--- src/rtl/uerd_pkg.sv ---
package uerd_pkg;

    // Default structural parameters.
    localparam int TIMER_BITS_DEF  = 8;
    localparam int DIGIT_COUNT_DEF = 4;

    // Field widths.
    localparam int RANGE_W     = 9;
    localparam int SEG_W       = 7;
    localparam int EN_W        = 4;
    localparam int DWELL_W     = 16;
    localparam int TRIG_W      = 8;
    localparam int PRESCALE_W  = 11;
    localparam int PRE_CNT_W   = 10;
    localparam int GAIN_W      = 9;
    localparam int GAIN_FRAC   = 8;
    localparam int CFG_INDEX_W = 8;
    localparam int CFG_DATA_W  = 16;
    localparam int DIGIT_W     = 4;

    // Limits.
    localparam logic [PRESCALE_W-1:0] PRESCALE_MAX = PRESCALE_W'(1024);
    localparam logic [RANGE_W-1:0]    RANGE_MAX    = RANGE_W'(511);

    // Register reset values.
    localparam logic [DWELL_W-1:0]    DWELL_RST    = DWELL_W'(2000);
    localparam logic [TRIG_W-1:0]     TRIG_RST     = TRIG_W'(10);
    localparam logic [PRESCALE_W-1:0] PRESCALE_RST = PRESCALE_W'(64);
    localparam logic [GAIN_W-1:0]     GAIN_RST     = GAIN_W'(281);

    // Constant division by reciprocal multiplication, exact for values below 512.
    localparam int DIV10_MUL    = 205;
    localparam int DIV10_SHIFT  = 11;
    localparam int DIV100_MUL   = 41;
    localparam int DIV100_SHIFT = 12;

    // Display digit positions.
    localparam int DIGIT_ONES     = 0;
    localparam int DIGIT_TENS     = 1;
    localparam int DIGIT_HUNDREDS = 2;

    // Configuration register indexes.
    typedef enum logic [CFG_INDEX_W-1:0] {
        CFG_DWELL    = 8'd0,
        CFG_TRIG     = 8'd1,
        CFG_PRESCALE = 8'd2,
        CFG_GAIN     = 8'd3
    } cfg_index_t;

    // Current configuration register values.
    typedef struct packed {
        logic [DWELL_W-1:0]    dwell_ticks;
        logic [TRIG_W-1:0]     trig_ticks;
        logic [PRESCALE_W-1:0] prescale_ticks;
        logic [GAIN_W-1:0]     range_gain;
    } cfg_t;

    // One result item, first field in the highest bits.
    typedef struct packed {
        logic [RANGE_W-1:0] range_value;
        logic [EN_W-1:0]    digit_enable_n;
        logic [SEG_W-1:0]   segments;
        logic               trig_out;
    } result_t;

    localparam int RESULT_W = $bits(result_t);
    localparam int OUT_DATA_W = ((RESULT_W + 7) / 8) * 8;

    // Seven-segment pattern of one decimal digit, segment a in bit 0.
    function automatic logic [SEG_W-1:0] seg_pattern(input logic [DIGIT_W-1:0] digit);
        logic [SEG_W-1:0] pat;
        case (digit)
            4'd0:    pat = 7'h3F;
            4'd1:    pat = 7'h06;
            4'd2:    pat = 7'h5B;
            4'd3:    pat = 7'h4F;
            4'd4:    pat = 7'h66;
            4'd5:    pat = 7'h6D;
            4'd6:    pat = 7'h7D;
            4'd7:    pat = 7'h07;
            4'd8:    pat = 7'h7F;
            4'd9:    pat = 7'h67;
            default: pat = 7'h00;
        endcase
        return pat;
    endfunction

endpackage

--- src/rtl/ultrasonic_echo_ranger_display_core.sv ---
// The result of an input transaction is registered and waits on the master side in the next cycle.
// Throughput: one item per cycle; the result register frees each cycle it is taken.
// A result not yet taken stalls the slave side, so ready drops only under back-pressure.
// Reset (rst_n low, asynchronous) starts at the first display digit with all counters
// and the stored range at zero and the configuration registers at their defaults.
module ultrasonic_echo_ranger_display_core #(
    parameter int TIMER_BITS  = uerd_pkg::TIMER_BITS_DEF,
    parameter int DIGIT_COUNT = uerd_pkg::DIGIT_COUNT_DEF
) (
    input  logic                              clk,
    input  logic                              rst_n,
    input  logic                              s_tvalid,
    output logic                              s_tready,
    input  logic [7:0]                        s_tdata,   // [0] echo_level
    output logic                              m_tvalid,
    input  logic                              m_tready,
    // [0] trig_out, [7:1] segments, [11:8] digit_enable_n, [20:12] range_value
    output logic [uerd_pkg::OUT_DATA_W-1:0]   m_tdata,
    input  logic                              cfg_valid,
    output logic                              cfg_ready,
    input  logic [uerd_pkg::CFG_INDEX_W-1:0]  cfg_index,
    input  logic [uerd_pkg::CFG_DATA_W-1:0]   cfg_data
);
    import uerd_pkg::*;

    cfg_t    cfg_reg;
    result_t result;
    result_t result_reg;
    logic    m_tvalid_reg;
    logic    in_accept;

    // The slave side moves whenever the result register is empty or being drained.
    assign s_tready  = !m_tvalid_reg || m_tready;
    assign in_accept = s_tvalid && s_tready;
    assign cfg_ready = 1'b1;

    uerd_seq #(
        .TIMER_BITS  (TIMER_BITS),
        .DIGIT_COUNT (DIGIT_COUNT)
    ) u_seq (
        .clk        (clk),
        .rst_n      (rst_n),
        .step       (in_accept),
        .echo_level (s_tdata[0]),
        .cfg        (cfg_reg),
        .result     (result)
    );

    // Configuration registers; unknown indexes are ignored.
    always_ff @(posedge clk or negedge rst_n)
    begin
        if (!rst_n)
        begin
            cfg_reg.dwell_ticks    <= DWELL_RST;
            cfg_reg.trig_ticks     <= TRIG_RST;
            cfg_reg.prescale_ticks <= PRESCALE_RST;
            cfg_reg.range_gain     <= GAIN_RST;
        end
        else if (cfg_valid && cfg_ready)
        begin
            case (cfg_index)
                CFG_DWELL:    cfg_reg.dwell_ticks    <= cfg_data[DWELL_W-1:0];
                CFG_TRIG:     cfg_reg.trig_ticks     <= cfg_data[TRIG_W-1:0];
                CFG_PRESCALE: cfg_reg.prescale_ticks <= cfg_data[PRESCALE_W-1:0];
                CFG_GAIN:     cfg_reg.range_gain     <= cfg_data[GAIN_W-1:0];
                default:      ;
            endcase
        end
    end

    // Result register on the master side.
    always_ff @(posedge clk or negedge rst_n)
    begin
        if (!rst_n)
        begin
            m_tvalid_reg <= 1'b0;
        end
        else if (in_accept)
        begin
            m_tvalid_reg <= 1'b1;
        end
        else if (m_tready)
        begin
            m_tvalid_reg <= 1'b0;
        end
    end

    always_ff @(posedge clk)
    begin
        if (in_accept)
        begin
            result_reg <= result;
        end
    end

    assign m_tvalid = m_tvalid_reg;
    assign m_tdata  = OUT_DATA_W'(result_reg);

`ifndef NO_ASSERTIONS
    // At most one display digit is lit in any result.
    assert property (@(posedge clk) disable iff (!rst_n)
        m_tvalid_reg |-> $countones(~result_reg.digit_enable_n) <= 1)
    else $error("more than one digit enabled");

    // The trigger never fires while a digit is lit.
    assert property (@(posedge clk) disable iff (!rst_n)
        m_tvalid_reg && result_reg.trig_out |-> result_reg.digit_enable_n == '1)
    else $error("trigger overlaps a display digit");

    // Every input transaction leaves a result waiting in the next cycle.
    assert property (@(posedge clk) disable iff (!rst_n)
        in_accept |=> m_tvalid_reg)
    else $error("accepted item produced no result");
`endif

endmodule

--- src/rtl/uerd_digit.sv ---
module uerd_digit #(
    parameter int PHASE_W = 3
) (
    input  logic [uerd_pkg::RANGE_W-1:0] value,
    input  logic [PHASE_W-1:0]           digit_sel,
    output logic [uerd_pkg::SEG_W-1:0]   pattern
);
    import uerd_pkg::*;

    localparam int Q10_PROD_W  = RANGE_W + 8;
    localparam int Q100_PROD_W = RANGE_W + 6;

    logic [Q10_PROD_W-1:0]  q10_prod;
    logic [Q100_PROD_W-1:0] q100_prod;
    logic [5:0]             q10;
    logic [2:0]             q100;
    logic [RANGE_W-1:0]     ones_full;
    logic [5:0]             tens_full;
    logic [DIGIT_W-1:0]     digit;

    // Split the range into decimal digits by reciprocal multiplication.
    always_comb
    begin
        q10_prod  = Q10_PROD_W'(value) * Q10_PROD_W'(DIV10_MUL);
        q100_prod = Q100_PROD_W'(value) * Q100_PROD_W'(DIV100_MUL);
        q10       = 6'(q10_prod >> DIV10_SHIFT);
        q100      = 3'(q100_prod >> DIV100_SHIFT);
        ones_full = value - RANGE_W'(q10) * RANGE_W'(10);
        tens_full = q10 - 6'(q100) * 6'd10;
    end

    // Pick the digit being shown; digits above hundreds are always zero.
    always_comb
    begin
        if (digit_sel == PHASE_W'(DIGIT_ONES))
        begin
            digit = DIGIT_W'(ones_full);
        end
        else if (digit_sel == PHASE_W'(DIGIT_TENS))
        begin
            digit = DIGIT_W'(tens_full);
        end
        else if (digit_sel == PHASE_W'(DIGIT_HUNDREDS))
        begin
            digit = DIGIT_W'(q100);
        end
        else
        begin
            digit = '0;
        end
        pattern = seg_pattern(digit);
    end

endmodule

--- src/rtl/uerd_seq.sv ---
module uerd_seq #(
    parameter int TIMER_BITS  = uerd_pkg::TIMER_BITS_DEF,
    parameter int DIGIT_COUNT = uerd_pkg::DIGIT_COUNT_DEF
) (
    input  logic              clk,
    input  logic              rst_n,
    input  logic              step,
    input  logic              echo_level,
    input  uerd_pkg::cfg_t    cfg,
    output uerd_pkg::result_t result
);
    import uerd_pkg::*;

    localparam int PHASE_W   = $clog2(DIGIT_COUNT + 3);
    localparam int EN_FULL_W = (DIGIT_COUNT > EN_W) ? DIGIT_COUNT : EN_W;
    localparam int PROD_W    = (TIMER_BITS + GAIN_W > 18) ? TIMER_BITS + GAIN_W : 18;
    localparam int SCALED_W  = PROD_W - GAIN_FRAC;

    localparam logic [PHASE_W-1:0] PH_FIRST = PHASE_W'(0);
    localparam logic [PHASE_W-1:0] PH_TRIG  = PHASE_W'(DIGIT_COUNT);
    localparam logic [PHASE_W-1:0] PH_RISE  = PHASE_W'(DIGIT_COUNT + 1);
    localparam logic [PHASE_W-1:0] PH_FALL  = PHASE_W'(DIGIT_COUNT + 2);

    logic [PHASE_W-1:0]    phase_reg, phase_next;
    logic [DWELL_W-1:0]    dwell_count_reg, dwell_count_next;
    logic [PRE_CNT_W-1:0]  prescale_count_reg, prescale_count_next;
    logic [TIMER_BITS-1:0] timer_count_reg, timer_count_next;
    logic [TIMER_BITS-1:0] rise_count_reg, rise_count_next;
    logic [RANGE_W-1:0]    range_reg, range_next;
    logic [SEG_W-1:0]      segment_latch_reg, segment_latch_next;

    logic [SEG_W-1:0]      digit_pat;
    logic [DWELL_W-1:0]    dwell_inc;
    logic [DWELL_W-1:0]    dwell_limit;
    logic [DWELL_W-1:0]    trig_limit;
    logic [PRESCALE_W-1:0] ps_limit;
    logic [PRESCALE_W-1:0] pre_inc;
    logic [TIMER_BITS-1:0] width;
    logic [PROD_W-1:0]     prod;
    logic [SCALED_W-1:0]   scaled;
    logic [RANGE_W-1:0]    new_range;
    logic [EN_FULL_W-1:0]  en_full;
    logic                  clear_timer;
    logic                  trig;

    // Segment pattern of the digit selected by the phase.
    uerd_digit #(
        .PHASE_W (PHASE_W)
    ) u_digit (
        .value     (range_reg),
        .digit_sel (phase_reg),
        .pattern   (digit_pat)
    );

    // Limits with zero treated as one and the prescaler saturated.
    always_comb
    begin
        dwell_inc   = dwell_count_reg + DWELL_W'(1);
        dwell_limit = (cfg.dwell_ticks == '0) ? DWELL_W'(1) : cfg.dwell_ticks;
        trig_limit  = (cfg.trig_ticks == '0) ? DWELL_W'(1) : DWELL_W'(cfg.trig_ticks);
        if (cfg.prescale_ticks == '0)
        begin
            ps_limit = PRESCALE_W'(1);
        end
        else if (cfg.prescale_ticks > PRESCALE_MAX)
        begin
            ps_limit = PRESCALE_MAX;
        end
        else
        begin
            ps_limit = cfg.prescale_ticks;
        end
    end

    // Scaled pulse width, saturated to the range field.
    always_comb
    begin
        width     = timer_count_reg - rise_count_reg;
        prod      = PROD_W'(width) * PROD_W'(cfg.range_gain);
        scaled    = prod[PROD_W-1:GAIN_FRAC];
        new_range = (|scaled[SCALED_W-1:RANGE_W]) ? RANGE_MAX : scaled[RANGE_W-1:0];
    end

    // Phase sequencer.
    always_comb
    begin
        phase_next         = phase_reg;
        dwell_count_next   = dwell_count_reg;
        rise_count_next    = rise_count_reg;
        range_next         = range_reg;
        segment_latch_next = segment_latch_reg;
        clear_timer        = 1'b0;
        trig               = 1'b0;
        if (phase_reg < PH_TRIG)
        begin
            segment_latch_next = digit_pat;
            if (dwell_inc >= dwell_limit)
            begin
                dwell_count_next = '0;
                phase_next       = phase_reg + PHASE_W'(1);
                clear_timer      = (phase_reg == PH_TRIG - PHASE_W'(1));
            end
            else
            begin
                dwell_count_next = dwell_inc;
            end
        end
        else if (phase_reg == PH_TRIG)
        begin
            trig = 1'b1;
            if (dwell_inc >= trig_limit)
            begin
                dwell_count_next = '0;
                phase_next       = PH_RISE;
            end
            else
            begin
                dwell_count_next = dwell_inc;
            end
        end
        else if (phase_reg == PH_RISE)
        begin
            if (echo_level)
            begin
                rise_count_next = timer_count_reg;
                phase_next      = PH_FALL;
            end
        end
        else
        begin
            if (!echo_level)
            begin
                if (timer_count_reg > rise_count_reg)
                begin
                    range_next = new_range;
                end
                phase_next       = PH_FIRST;
                dwell_count_next = '0;
            end
        end
    end

    // Free-running prescaler and echo timer; the timer restarts from zero on leaving the last digit.
    always_comb
    begin
        pre_inc = PRESCALE_W'(prescale_count_reg) + PRESCALE_W'(1);
        if (pre_inc >= ps_limit)
        begin
            prescale_count_next = '0;
            timer_count_next    = timer_count_reg + TIMER_BITS'(1);
        end
        else
        begin
            prescale_count_next = pre_inc[PRE_CNT_W-1:0];
            timer_count_next    = timer_count_reg;
        end
        if (clear_timer)
        begin
            timer_count_next = '0;
        end
    end

    // Active-low enable of the digit being shown.
    always_comb
    begin
        for (int i = 0; i < EN_FULL_W; i++)
        begin
            en_full[i] = (i < DIGIT_COUNT);
        end
        for (int i = 0; i < DIGIT_COUNT; i++)
        begin
            if (phase_reg == PHASE_W'(DIGIT_COUNT - 1 - i))
            begin
                en_full[i] = 1'b0;
            end
        end
    end

    // Result of this tick.
    always_comb
    begin
        result.trig_out       = trig;
        result.segments       = segment_latch_next;
        result.digit_enable_n = en_full[EN_W-1:0];
        result.range_value    = range_next;
    end

    // Sequencer state advances once per accepted tick.
    always_ff @(posedge clk or negedge rst_n)
    begin
        if (!rst_n)
        begin
            phase_reg          <= PH_FIRST;
            dwell_count_reg    <= '0;
            prescale_count_reg <= '0;
            timer_count_reg    <= '0;
            rise_count_reg     <= '0;
            range_reg          <= '0;
            segment_latch_reg  <= '0;
        end
        else if (step)
        begin
            phase_reg          <= phase_next;
            dwell_count_reg    <= dwell_count_next;
            prescale_count_reg <= prescale_count_next;
            timer_count_reg    <= timer_count_next;
            rise_count_reg     <= rise_count_next;
            range_reg          <= range_next;
            segment_latch_reg  <= segment_latch_next;
        end
    end

`ifndef NO_ASSERTIONS
    // The range only changes on the tick that sees the echo fall.
    assert property (@(posedge clk) disable iff (!rst_n)
        !(step && phase_reg == PH_FALL && !echo_level) |=> $stable(range_reg))
    else $error("range changed outside the echo fall");

    // Leaving the last digit restarts the echo timer.
    assert property (@(posedge clk) disable iff (!rst_n)
        step && phase_reg == PH_TRIG - PHASE_W'(1) && dwell_inc >= dwell_limit
        |=> timer_count_reg == '0 && phase_reg == PH_TRIG)
    else $error("timer not cleared when the trigger phase starts");

    // The sequencer holds still between transactions.
    assert property (@(posedge clk) disable iff (!rst_n)
        !step |=> $stable(phase_reg) && $stable(timer_count_reg) && $stable(dwell_count_reg))
    else $error("sequencer advanced without an input transaction");
`endif

endmodule
--- config.mk ---
export PLATFORM = sky130hd
export DESIGN_NAME = ultrasonic_echo_ranger_display_core
export DESIGN_NICKNAME = d
export VERILOG_FILES = /design/src/rtl/uerd_pkg.sv /design/src/rtl/ultrasonic_echo_ranger_display_core.sv /design/src/rtl/uerd_digit.sv /design/src/rtl/uerd_seq.sv
export SDC_FILE = /design/constraint.sdc
export NUM_CORES = 1
export LEC_CHECK = 0
export BUFFER_PORTS_ARGS = -buffer_cell sky130_fd_sc_hd__buf_2
export CORE_MARGIN = 5
export CORE_UTILIZATION = 52
export CTS_BUF_LIST = sky130_fd_sc_hd__clkbuf_4 sky130_fd_sc_hd__clkbuf_8 sky130_fd_sc_hd__clkbuf_16
export CTS_CLUSTER_DIAMETER = 100
export DETAILED_ROUTE_END_ITERATION = 7
export PLACE_DENSITY = 0.7
export SETUP_SLACK_MARGIN = 0.4
export SYNTH_ARGS = -nofsm -noshare
export SYNTH_HDL_FRONTEND = slang
export SYNTH_SLANG_ARGS = --single-unit
--- constraint.sdc ---
create_clock -name clk -period 5.87 [get_ports clk]
set_input_delay 0.587 -clock clk [delete_from_list [all_inputs] [get_ports clk]]
set_output_delay 0.587 -clock clk [all_outputs]
set_load 0.02 [all_outputs]
# [After elaboration in Yosys (flattened, before gate mapping)]
# Memories as Yosys holds them, arrays and structs flattened.
# Index checks and enable logic that the tools add are counted.
[word_totals] inputBits=37 rom_bits=112 mem_count=1 reg_bits=127 output_inout_bits=27 elab_cells=107
[classes] reduce_logical=18 mux=38 n_mul=5 n_addsub=7 eq_ne=14 n_lt_le_gt_ge=6 bitwise=2
[mem_list] memory="(no name shown)" depth=16 width=7 read_ports=1 rd_ports_with_merged_regs=0 write_ports=0 line_no="uerd_pkg.sv:72" rtl="case (digit)"
[ops] operator="16-bit 2-to-1 mux" n=7
[ops] operator="9-bit 2-to-1 mux" n=5
[ops] operator="16-bit greater-or-equal comparator" n=2
[ops] operator="3-bit 2-to-1 mux" n=8
[ops] operator="8-bit 2-to-1 mux" n=3
[ops] operator="11-bit 2-to-1 mux" n=2
[ops] operator="8-bit by 9-bit multiplier with 17-bit output" n=1
[ops] operator="9-bit by 8-bit multiplier with 17-bit output (second input constant)" n=1
[ops] operator="16-bit by 1-bit adder with 16-bit output (second input constant)" n=1
[ops] operator="8-bit by 2-bit equality test with 1-bit output (second input constant)" n=2
[ops] operator="16-bit logical NOT" n=1
[ops] operator="8-bit logical NOT" n=2
[ops] operator="9-bit by 6-bit multiplier with 15-bit output (second input constant)" n=1
[ops] operator="10-bit by 1-bit adder with 11-bit output (second input constant)" n=1
[ops] operator="11-bit greater-or-equal comparator" n=1
[ops] operator="11-bit > comparator (second input constant)" n=1
[ops] operator="11-bit logical NOT" n=1
[ops] operator="10-bit 2-to-1 mux" n=1
[ops] operator="2-bit AND reduction" n=5
[ops] operator="5-bit AND reduction" n=2
[ops] operator="1-bit 2-to-1 mux" n=9
[ops] operator="8-bit by 1-bit adder with 8-bit output (second input constant)" n=1
[ops] operator="8-bit by 1-bit equality test with 1-bit output (second input constant)" n=1
[ops] operator="8-bit > comparator" n=1
[ops] operator="other kinds (23)" n=30

# [Depth between registers and ports, before layout]
# Gate-level depths: netlist of run 1.
[logic_depth] word_depth=7 ltp_mapped=27 mapped_depth_nobuf=27

# [Cells and area by module]
# A second synthesis of run 1 with hierarchy kept.
[hier_totals] hier_cells=1150 hier_area_um2=11623.6
[by_module_without_submodules] mod="uerd_seq" cells_per_inst=764 seq_area_each_um2=1526.5 area_per_inst_um2=6797.8 instances=1
[by_module_without_submodules] mod="ultrasonic_echo_ranger_display_core" cells_per_inst=128 seq_area_each_um2=1773.0 area_per_inst_um2=2481.1 instances=1
[by_module_without_submodules] mod="uerd_digit" cells_per_inst=258 seq_area_each_um2=0.0 area_per_inst_um2=2344.7 instances=1

# [Worst setup path after synthesis of run 1]
# OpenSTA, ideal clock, no wires.
[synth_path] path_type="register to register" from="register u_seq.timer_count_reg[0]" to="register result_reg (netlist bit m_tdata[20]), data pin" stages_incl_launch_ff=26 synth_period_minus_slack_ps=6106 n_path_buf=0 setup_time_ps=260 required_ps=5610 setup_slack_ps=-236 arrival_time_ps=5846 cell_sequence="dfrtp_1 -> inv_1 -> ha_1 -> inv_1 -> fa_1 -> a21o_1 -> a21oi_1 -> o21bai_1 -> a21oi_1 -> xnor2_1 -> and2_1 -> fa_1 -> fa_1 -> fa_1 -> inv_1 -> fa_1 -> inv_1 -> ha_1 -> and3_1 -> a21oi_1 -> o211ai_1 -> nand2_1 -> o2111ai_1 -> o31ai_1 -> xnor2_1 -> mux2_2"
[synth_rtl] element="start, declared" line_no="uerd_seq.sv:27" rtl="logic [TIMER_BITS-1:0] timer_count_reg, timer_count_next;"
[synth_rtl] element="start signal, assigned" line_no="uerd_seq.sv:206" rtl="timer_count_reg <= timer_count_next;"
[synth_rtl] element="end signal, assigned" line_no="ultrasonic_echo_ranger_display_core.sv:92" rtl="result_reg <= result;"
[synth_rtl] element="end, declared" line_no="ultrasonic_echo_ranger_display_core.sv:28" rtl="result_t result_reg;"

==> flow_summary.ini, run 1 <==
[timing]
finalSetupViolations = 0
rsz0062_at_grt = yes
tightestPinTransition_ps = 1280
maxSlewViolCount = 0
slew_headroom = 0.141
setup_ws_ps = 49.4
fin_crit_sh = 0.992
fmax_mhz = 172
min_period_ps = 5820
hold_viol = 0
fin_skew_ps = 10.4

[cells_and_area]
final_cell_mix = 170 x inv_1, 147 x ha_1, 109 x nand2_1
fillers = 1757
syn2layout_area_growth_pct = 18.3
fin_cells = 1559
largest_reg_flops = 44
nNetsFinal = 1524
final_common_cell = inv_1
drive_gt1_frac = 0.242
num_antenna_cells = 0

[worst_setup_path]
slowest_delay_ps = 520
critPathRequiredTime_ps = 6050
crit_path_end_kind = register
cp_top_family = adder cells
path_class = register to register
crit_buf_inv = 5
r2r_setup_slack_ps = 50
rr_worst_depth = 25
cp_slowest_cell = fa_1
crit_fanout = 6
cp_data_arrival_time_ps = 6000
cp-start-kind = register
crit_top_cell = fa_1
regToRegEndpoint = m_tdata[17]
rr_startpoint = u_seq.timer_count_reg[0]

[clocking]
clk_pin_slew_ps = 70
numCtsBuffers = 17
cts_max_level = 4
tritoncts = done
worstSkewPairLatency_ps = 420
clock_sinks = 127
cts_max_path_buffers = 2
clockRootBuffer = clkbuf_16

[synthesis]
synth-edff-count = 21
syn_area_per_cell_um2 = 9.68
synth-seq-cells = 127
synth_area_um2 = 11300
synth_cell_types = 81
syn_inst = 1169
yosysSeqAreaShare = 0.292
synthArstFlopShare = 0.835
ys_warn_count = 0
synth_ff_type = dfrtp_1

[outcome]
status = finished clean

[floorplan]
fp.dieH_um = 157
die_x_um = 157
core_area_um2 = 21600
dieArea_um2 = 24800
rows = 54
pin_count = 64
initial_core_util = 0.523

[global_routing]
grt_max_degree = 66
grt_pass1_vias = 8690
grt_use_total = 0.209
grt_pass1_wl_um = 42000
antenna_found_initial = 0
grt.overflow.total = 0

[place]
hpwl_um = 18500
gp_congestion = 0.812
port_buffers = 52
dp.cells = 1501
post-place-ws_ps = -36.4

[routing]
drc = 0
routed_wl_um = 24900
drt_iter0_drc = 464
drt-wirelength-per-cell_um = 16.0
vias = 8517
via_per_inst = 5.46
ant_nets = 0
drtPass1Iterations = 5

[pwr]
total_power_uw = 4960
powerDensity_nw_per_um2 = 371
vdd_ir_drop_max_mv = 0.216
p_leak_uw = 0.00678

[job]
maxCapViolCount = 0

[worst_hold_path]
hp-class = input port to asynchronous set/reset pin
==> worst register-to-register path, delay by kind of cell (launching register included) <==
family / cells / cell delay (ps)
xor+xnor: 2 / 280
buf+inv: 5 / 380
simple gates: 2 / 350
fa+ha+maj: 7 / 2610
compound gates: 8 / 1320
mux: 1 / 260
flops: 1 / 380
==> layout make-up <==
class	count	area, um2	share of cell area
multi-input cells	836	7770	0.581
well taps	280	350	0.0262
repair buffers	103	676	0.0505
flip-flops and latches	127	3310	0.247
clock inverters	14	141	0.0106
clock buffers	18	450	0.0337
inverters	181	679	0.0508
==> power breakdown <==
group          internal, uW  total [uW]  leakage (uW)  switching (uW)
sequential             1080        1220       0.00152             140
combinational          1200        2670       0.00497            1470
clock                   622        1070      0.000292             453
total                  2900        4960       0.00678            2070
==> synthesized netlist by cell type, drive strengths merged, types with 11 or more instances <==
library cell | number | area share
inv | 180 | 0.060
ha | 160 | 0.18
nand2 | 110 | 0.037
dfrtp | 93 | 0.21
fa | 61 | 0.11
o21ai | 60 | 0.027
and2 | 56 | 0.031
mux2 | 53 | 0.053
nor2 | 42 | 0.014
xnor2 | 36 | 0.028
a21oi | 31 | 0.014
nand3 | 26 | 0.012
edfxtp | 21 | 0.056
clkbuf | 20 | 0.0066
a21o | 17 | 0.011
nor3 | 14 | 0.0062
xor2 | 14 | 0.011
dfstp | 13 | 0.030
nand2b | 13 | 0.0072
nor2b | 12 | 0.0066
nand4 | 11 | 0.0061
==> stage by stage <==
stage / cell area, um2 / setup TNS, ps / util / hold slack (ps)
3_3_place_gp: 12200 / 0 / 0.562 / 462
6_report: 13400 / 0 / 0.619 / 148
2_1_floorplan: 11500 / 0 / - / 291
5_1_grt: 13400 / -1200 / 0.619 / 202
4_1_cts: 13100 / 0 / 0.607 / 168
3_5_place_dp: 12200 / -36.4 / 0.562 / 472
==> cells by family after synthesis <==
family	Yosys count	share of synthesized area
flops	127	0.292
buf+inv	209	0.0719
compound gates	185	0.112
mux	55	0.0545
xor+xnor	51	0.0407
other cells	2	0.000664
fa+ha+maj	221	0.285
simple gates	319	0.143
==> layer usage <==
layer / vias to the layer above / wire (um) / GRT usage
met2: 157 / 12400 / 0.358
met4: 0 / 353 / 0.0504
met1: 4186 / 11300 / 0.283
met3: 26 / 835 / 0.0286
li1: 4148 / - / -
met5: - / 0 / 0
==> timing repair <==
action,in CTS,in global routing
hold endpoints to repair,0,0
setup buffers,15,10
cloned,1,0
pin swaps,44,25
gates resized for setup,48,43
endpoints found under the setup margin,31,31
hold buffers,0,0
==> how the worst max path moves through the flow <==
stage,start,end,slack (ps),depth (start not counted)
CTS,u_seq.timer_count_reg[0],m_tdata[19],150,25
global route,u_seq.timer_count_reg[0],m_tdata[18],-130,26
detailed placement,u_seq.rise_count_reg[1],m_tdata[20],-40,26
finish,u_seq.timer_count_reg[0],m_tdata[17],50,25
floorplan,u_seq.timer_count_reg[1],m_tdata[20],190,25
global placement,u_seq.timer_count_reg[0],m_tdata[20],40,23
No activity file was read; power rests on OpenSTA's default activity.
==> run 2: changes to the inputs <==
Settings changed: CELL_PAD_IN_SITES_DETAIL_PLACEMENT set to 1, CELL_PAD_IN_SITES_GLOBAL_PLACEMENT set to 1, CORE_UTILIZATION 52 to 45, PLACE_DENSITY 0.7 to 0.77.
==> flow_summary.ini, run 2 (synthesis gave the netlist of run 1 again) <==
[outcome]
status = finished, violations left
violations = setup timing

[clocking]
cts_max_level = 4
clockRootBuffer = clkbuf_16
clock_sinks = 127
worstSkewPairLatency_ps = 430
cts_max_path_buffers = 2
clk_pin_slew_ps = 70
hold_buffers = 0
numCtsBuffers = 17
tritoncts = done

[worst_setup_path]
r2r_setup_slack_ps = -110
critPathRequiredTime_ps = 6060
crit_path_end_kind = register
cp-start-kind = register
crit_fanout = 5
cp_data_arrival_time_ps = 6160
path_class = register to register

[pwr]
p_leak_uw = 0.00675
total_power_uw = 5130
powerDensity_nw_per_um2 = 382
vdd_ir_drop_max_mv = 0.200

[global_routing]
grt.overflow.total = 0
antenna_found_initial = 0
grt_pass1_wl_um = 50100
grt_pass1_vias = 9882
grt_util_met1 = 0.265
grt-busiest-layer = met2
grt_use_total = 0.217
use_met3 = 0.0292
grt_max_degree = 55
grt_util_met2 = 0.401

[timing]
min_period_ps = 5980
setup_ws_ps = -106
slew_headroom = 0.0790
hold_viol = 0
fin_skew_ps = 9.68
maxSlewViolCount = 0
hold-worst-slack_ps = 218
fmax_mhz = 167
tightestPinTransition_ps = 1370
rsz0062_at_grt = yes
finalSetupViolations = 4
fin_crit_sh = 1.02

[floorplan]
initial_core_util = 0.453
core_area_um2 = 25000
die_x_um = 169
rows = 58
pin_count = 64
fp.dieH_um = 169
dieArea_um2 = 28400

[cells_and_area]
fillers = 2838
nNetsFinal = 1523
final_common_cell = inv_1
syn2layout_area_growth_pct = 18.8
final_cell_mix = 171 x inv_1, 148 x ha_1, 110 x nand2_1
multiInputGateArea_um2 = 7770
num_antenna_cells = 0
fin_cells = 1608
largest_reg_flops = 44
drive_gt1_frac = 0.242
seq_area_um2 = 3310

[place]
hpwl_um = 21500
gp_congestion = 0.800
port_buffers = 52
dp.cells = 1556

[job]
maxCapViolCount = 0

[routing]
routed_wl_um = 30000
drt-wirelength-per-cell_um = 18.7
via_per_inst = 5.42
drc = 0
vias = 8713
drtPass1Iterations = 6
drt_iter0_drc = 406
ant_nets = 0

[worst_hold_path]
hp-class = input port to asynchronous set/reset pin
## run 2: cell types whose count changed in the layout (fill, tap and decap cells not counted), sizes merged
cell / delta
inv: -3
buf: -1
clkbuf: +2
clkinvlp: +1
## run 2: worst paths after layout
kind | start | end | cells after the start
setup / recovery | u_seq.rise_count_reg[1] | m_tdata[20] | 26
hold / removal | rst_n | u_seq.dwell_count_reg[13] | 1
setup reg to reg | u_seq.rise_count_reg[1] | m_tdata[20] | 26
hold reg to reg | u_seq.dwell_count_reg[15] | u_seq.dwell_count_reg[15] | 2
max in group asynchronous | rst_n | cfg_reg[6] | 2
min in group clk | cfg_data[15] | cfg_reg[43] | 3
## run 2: timing repair
action	4_1_cts	5_1_grt
endpoints found under the setup margin	31	32
pin swaps	46	29
setup buffers	13	6
gates cloned	1	0
resized for setup	55	36
## run 2: stage by stage
| step | worst slack (ps) | instance area (um2) | utilization | TNS [ps] |
|---|---|---|---|---|
| 2_1_floorplan | 190 | 11500 | - | 0 |
| 3_3_place_gp | 7.65 | 12300 | 0.491 | 0 |
| 3_5_place_dp | -79.5 | 12300 | 0.491 | -108 |
| 4_1_cts | -10.3 | 13200 | 0.529 | -12.2 |
| 5_1_grt | -392 | 13400 | 0.538 | -4800 |
| 6_report | -106 | 13400 | 0.538 | -302 |
## run 2: where the power goes
group          switching, uW  total, uW  internal (uW)
registers                152       1230           1080
clock network            451       1090            635
logic                   1580       2810           1230
total                   2180       5130           2950
## run 2: critical path, cell delays in order (launching register included)
cell and delay, ps:
dfrtp_1 390, inv_2 90, ha_4 210, nor2b_4 130, o21ai_2 180, a21boi_2 90
o21ai_1 130, nand2b_1 80, a21o_1 190, a21oi_2 160, xnor2_2 140, and2_4 170
fa_2 590, fa_1 450, fa_1 520, inv_1 50, fa_1 490, inv_2 40
ha_4 230, and3_4 160, a21oi_4 110, o211ai_1 140, nand2_1 180, o2111ai_4 190
o31ai_4 250, xnor2_1 120, mux2_4 260
## run 2: layer usage
layer / up-vias / share of wire
li1: 4143 / -
met1: 4402 / 0.43
met2: 126 / 0.53
met3: 42 / 0.024
met4: 0 / 0.015
met5: - / 0
## run 2: cell type report
| type | count | area share |
|---|---|---|
| clock buffers | 20 | 0.0351 |
| clock inverters | 12 | 0.00931 |
| repair buffers | 102 | 0.0500 |
| well taps | 330 | 0.0307 |
| inverters | 181 | 0.0506 |
| flip-flops and latches | 127 | 0.246 |
| multi-input cells | 836 | 0.578 |
==> run 3: changes to the inputs <==
--- a/config.mk
+++ b/config.mk
@@ -6,13 +6,13 @@
 export NUM_CORES = 1
 export LEC_CHECK = 0
-export BUFFER_PORTS_ARGS = -buffer_cell sky130_fd_sc_hd__buf_2
 export CELL_PAD_IN_SITES_DETAIL_PLACEMENT = 1
 export CELL_PAD_IN_SITES_GLOBAL_PLACEMENT = 1
 export CORE_MARGIN = 5
-export CORE_UTILIZATION = 45
+export CORE_UTILIZATION = 47
 export CTS_BUF_LIST = sky130_fd_sc_hd__clkbuf_4 sky130_fd_sc_hd__clkbuf_8 sky130_fd_sc_hd__clkbuf_16
 export CTS_CLUSTER_DIAMETER = 100
 export DETAILED_ROUTE_END_ITERATION = 7
-export PLACE_DENSITY = 0.77
+export DONT_BUFFER_PORTS = 1
+export PLACE_DENSITY = 0.76
 export SETUP_SLACK_MARGIN = 0.4
 export SYNTH_ARGS = -nofsm -noshare
==> constraint.sdc (replaced) <==
create_clock -name clk -period 5.87 [get_ports clk]
set_input_delay 0.587 -clock clk [delete_from_list [all_inputs] [get_ports clk]]
set_output_delay 0.587 -clock clk [all_outputs]
set_load 0.005 [all_outputs]
==> flow_summary.ini, run 3 (synthesis gave the netlist of run 1 again) <==
[outcome]
status = finished, violations left
violations = setup timing

[timing]
maxSlewViolCount = 0
fin_crit_sh = 1.03
fin_tns_setup_ps = -876
min_period_ps = 6060
slew_headroom = 0.294
fmax_mhz = 165
fin_skew_ps = 11.6
setup_ws_ps = -185
finalSetupViolations = 11
rsz0062_at_grt = yes
hold_viol = 0
tightestPinTransition_ps = 1050

[cells_and_area]
num_antenna_cells = 0
final_cell_mix = 172 x inv_1, 147 x ha_1, 109 x nand2_1
final_common_cell = inv_1
nNetsFinal = 1483
finalInstanceArea_um2 = 13300
drive_gt1_frac = 0.222
syn2layout_area_growth_pct = 17.1
largest_reg_flops = 44
final_util = 0.561
fillers = 2618

[place]
gp_congestion = 0.802
post-place-ws_ps = -211
dpl_cell_area_um2 = 12000
port_buffers = 0
hpwl_um = 21700

[global_routing]
antenna_found_initial = 0
grt.overflow.total = 0
grt_use_total = 0.236
grt_pass1_vias = 9763
grt_max_degree = 98
grt_pass1_wl_um = 50500

[routing]
wl_met2_um = 16400
via_per_inst = 5.57
drtPass1Iterations = 4
top_layer = met4
ant_nets = 0
routed_wl_um = 30900
drt_iter0_drc = 372
dr_wl_met3_um = 861
drt-wirelength-per-cell_um = 19.8
drc = 0
m1WireLength_um = 12900
vias = 8680

[floorplan]
fp.dieH_um = 165
initial_core_util = 0.479
dieArea_um2 = 27300
die_x_um = 165
rows = 56
core_area_um2 = 23600
pin_count = 64

[worst_setup_path]
slowest_delay_ps = 550
cp_data_arrival_time_ps = 6240
cp_slowest_cell = fa_1
cp-start-kind = register
cp-startpoint = u_seq.timer_count_reg[0]
regToRegEndpoint = m_tdata[20]
crit_fanout = 6
crit_path_end = m_tdata[20]
r2r_setup_slack_ps = -190
critPathRequiredTime_ps = 6050
crit_path_end_kind = register
rr_startpoint = u_seq.timer_count_reg[0]
path_class = register to register
rr_worst_depth = 26

[pwr]
p_leak_uw = 0.00663
vdd_ir_drop_max_mv = 0.193
powerDensity_nw_per_um2 = 378

[clocking]
worstSkewPairLatency_ps = 440
cts_max_path_buffers = 2
clock_sinks = 127
cts_max_level = 4
numCtsBuffers = 17
clk_pin_slew_ps = 70
clockRootBuffer = clkbuf_16
tritoncts = done

[worst_hold_path]
hp-class = input port to asynchronous set/reset pin

[job]
maxCapViolCount = 0
==> run 3: layout make-up <==
cell class                      instances  area, um2  area share
Sequential cell                       127       3310       0.249
Tap cell                              319        399      0.0301
Multi-Input combinational cell        836       7820       0.590
Timing Repair Buffer                   62        507      0.0382
Clock inverter                         12       83.8     0.00633
Inverter                              181        679      0.0513
Clock buffer                           20        460      0.0347
==> run 3: critical path, delay by kind of cell (launching register included) <==
family / cells / cell delay (ps)
adder cells (fa/ha/maj): 7 / 2690
AND/OR/NAND/NOR: 3 / 530
buffers and inverters: 6 / 340
XOR/XNOR: 2 / 270
multiplexers: 1 / 280
flip-flops: 1 / 390
AO/OA/AOI/OAI: 7 / 1310
==> run 3: where the power goes <==
part           switching (uW)  leakage [uW]  internal [uW]  total (uW)
sequential                163       0.00152           1080        1250
clock                     439      0.000275            569        1010
combinational            1540       0.00483           1220        2760
total                    2140       0.00663           2870        5010
==> run 3: how the worst min path moves through the flow <==
stage,start,end,cells past startpoint
after CTS,rst_n,u_seq.prescale_count_reg[3],1
after detailed placement,rst_n,u_seq.prescale_count_reg[3],0
after global placement,rst_n,u_seq.prescale_count_reg[4],0
after global routing,rst_n,u_seq.prescale_count_reg[3],1
final,rst_n,u_seq.prescale_count_reg[3],1
after floorplan,rst_n,cfg_reg[10],0
==> run 3: through the flow <==
| step | total power [uW] | hold slack [ps] | cells |
|---|---|---|---|
| 4_1_cts | 4910 | 99.9 | 1549 |
| 2_1_floorplan | 2820 | 291 | 1171 |
| 6_report | 5010 | 37.3 | 1557 |
| 3_5_place_dp | 3540 | 294 | 1492 |
| 5_1_grt | 5400 | 89.9 | 1557 |
| 3_3_place_gp | 3410 | 295 | 1492 |
==> run 3: repair_timing <==
| item | CTS | global route |
|---|---|---|
| hold endpoints to repair | 97 | 0 |
| pin swaps | 26 | 29 |
| endpoints found under the setup margin | 31 | 32 |
| hold buffers | 2 | 0 |
| setup buffers | 22 | 8 |
| gates resized for setup | 62 | 30 |
| cloned | 1 | 0 |
==> run 3: metal layers <==
layer,vias to the layer above,global-route usage
li1,4069,-
met5,-,0
met4,0,0.0699
met2,128,0.433
met3,47,0.0372
met1,4436,0.283
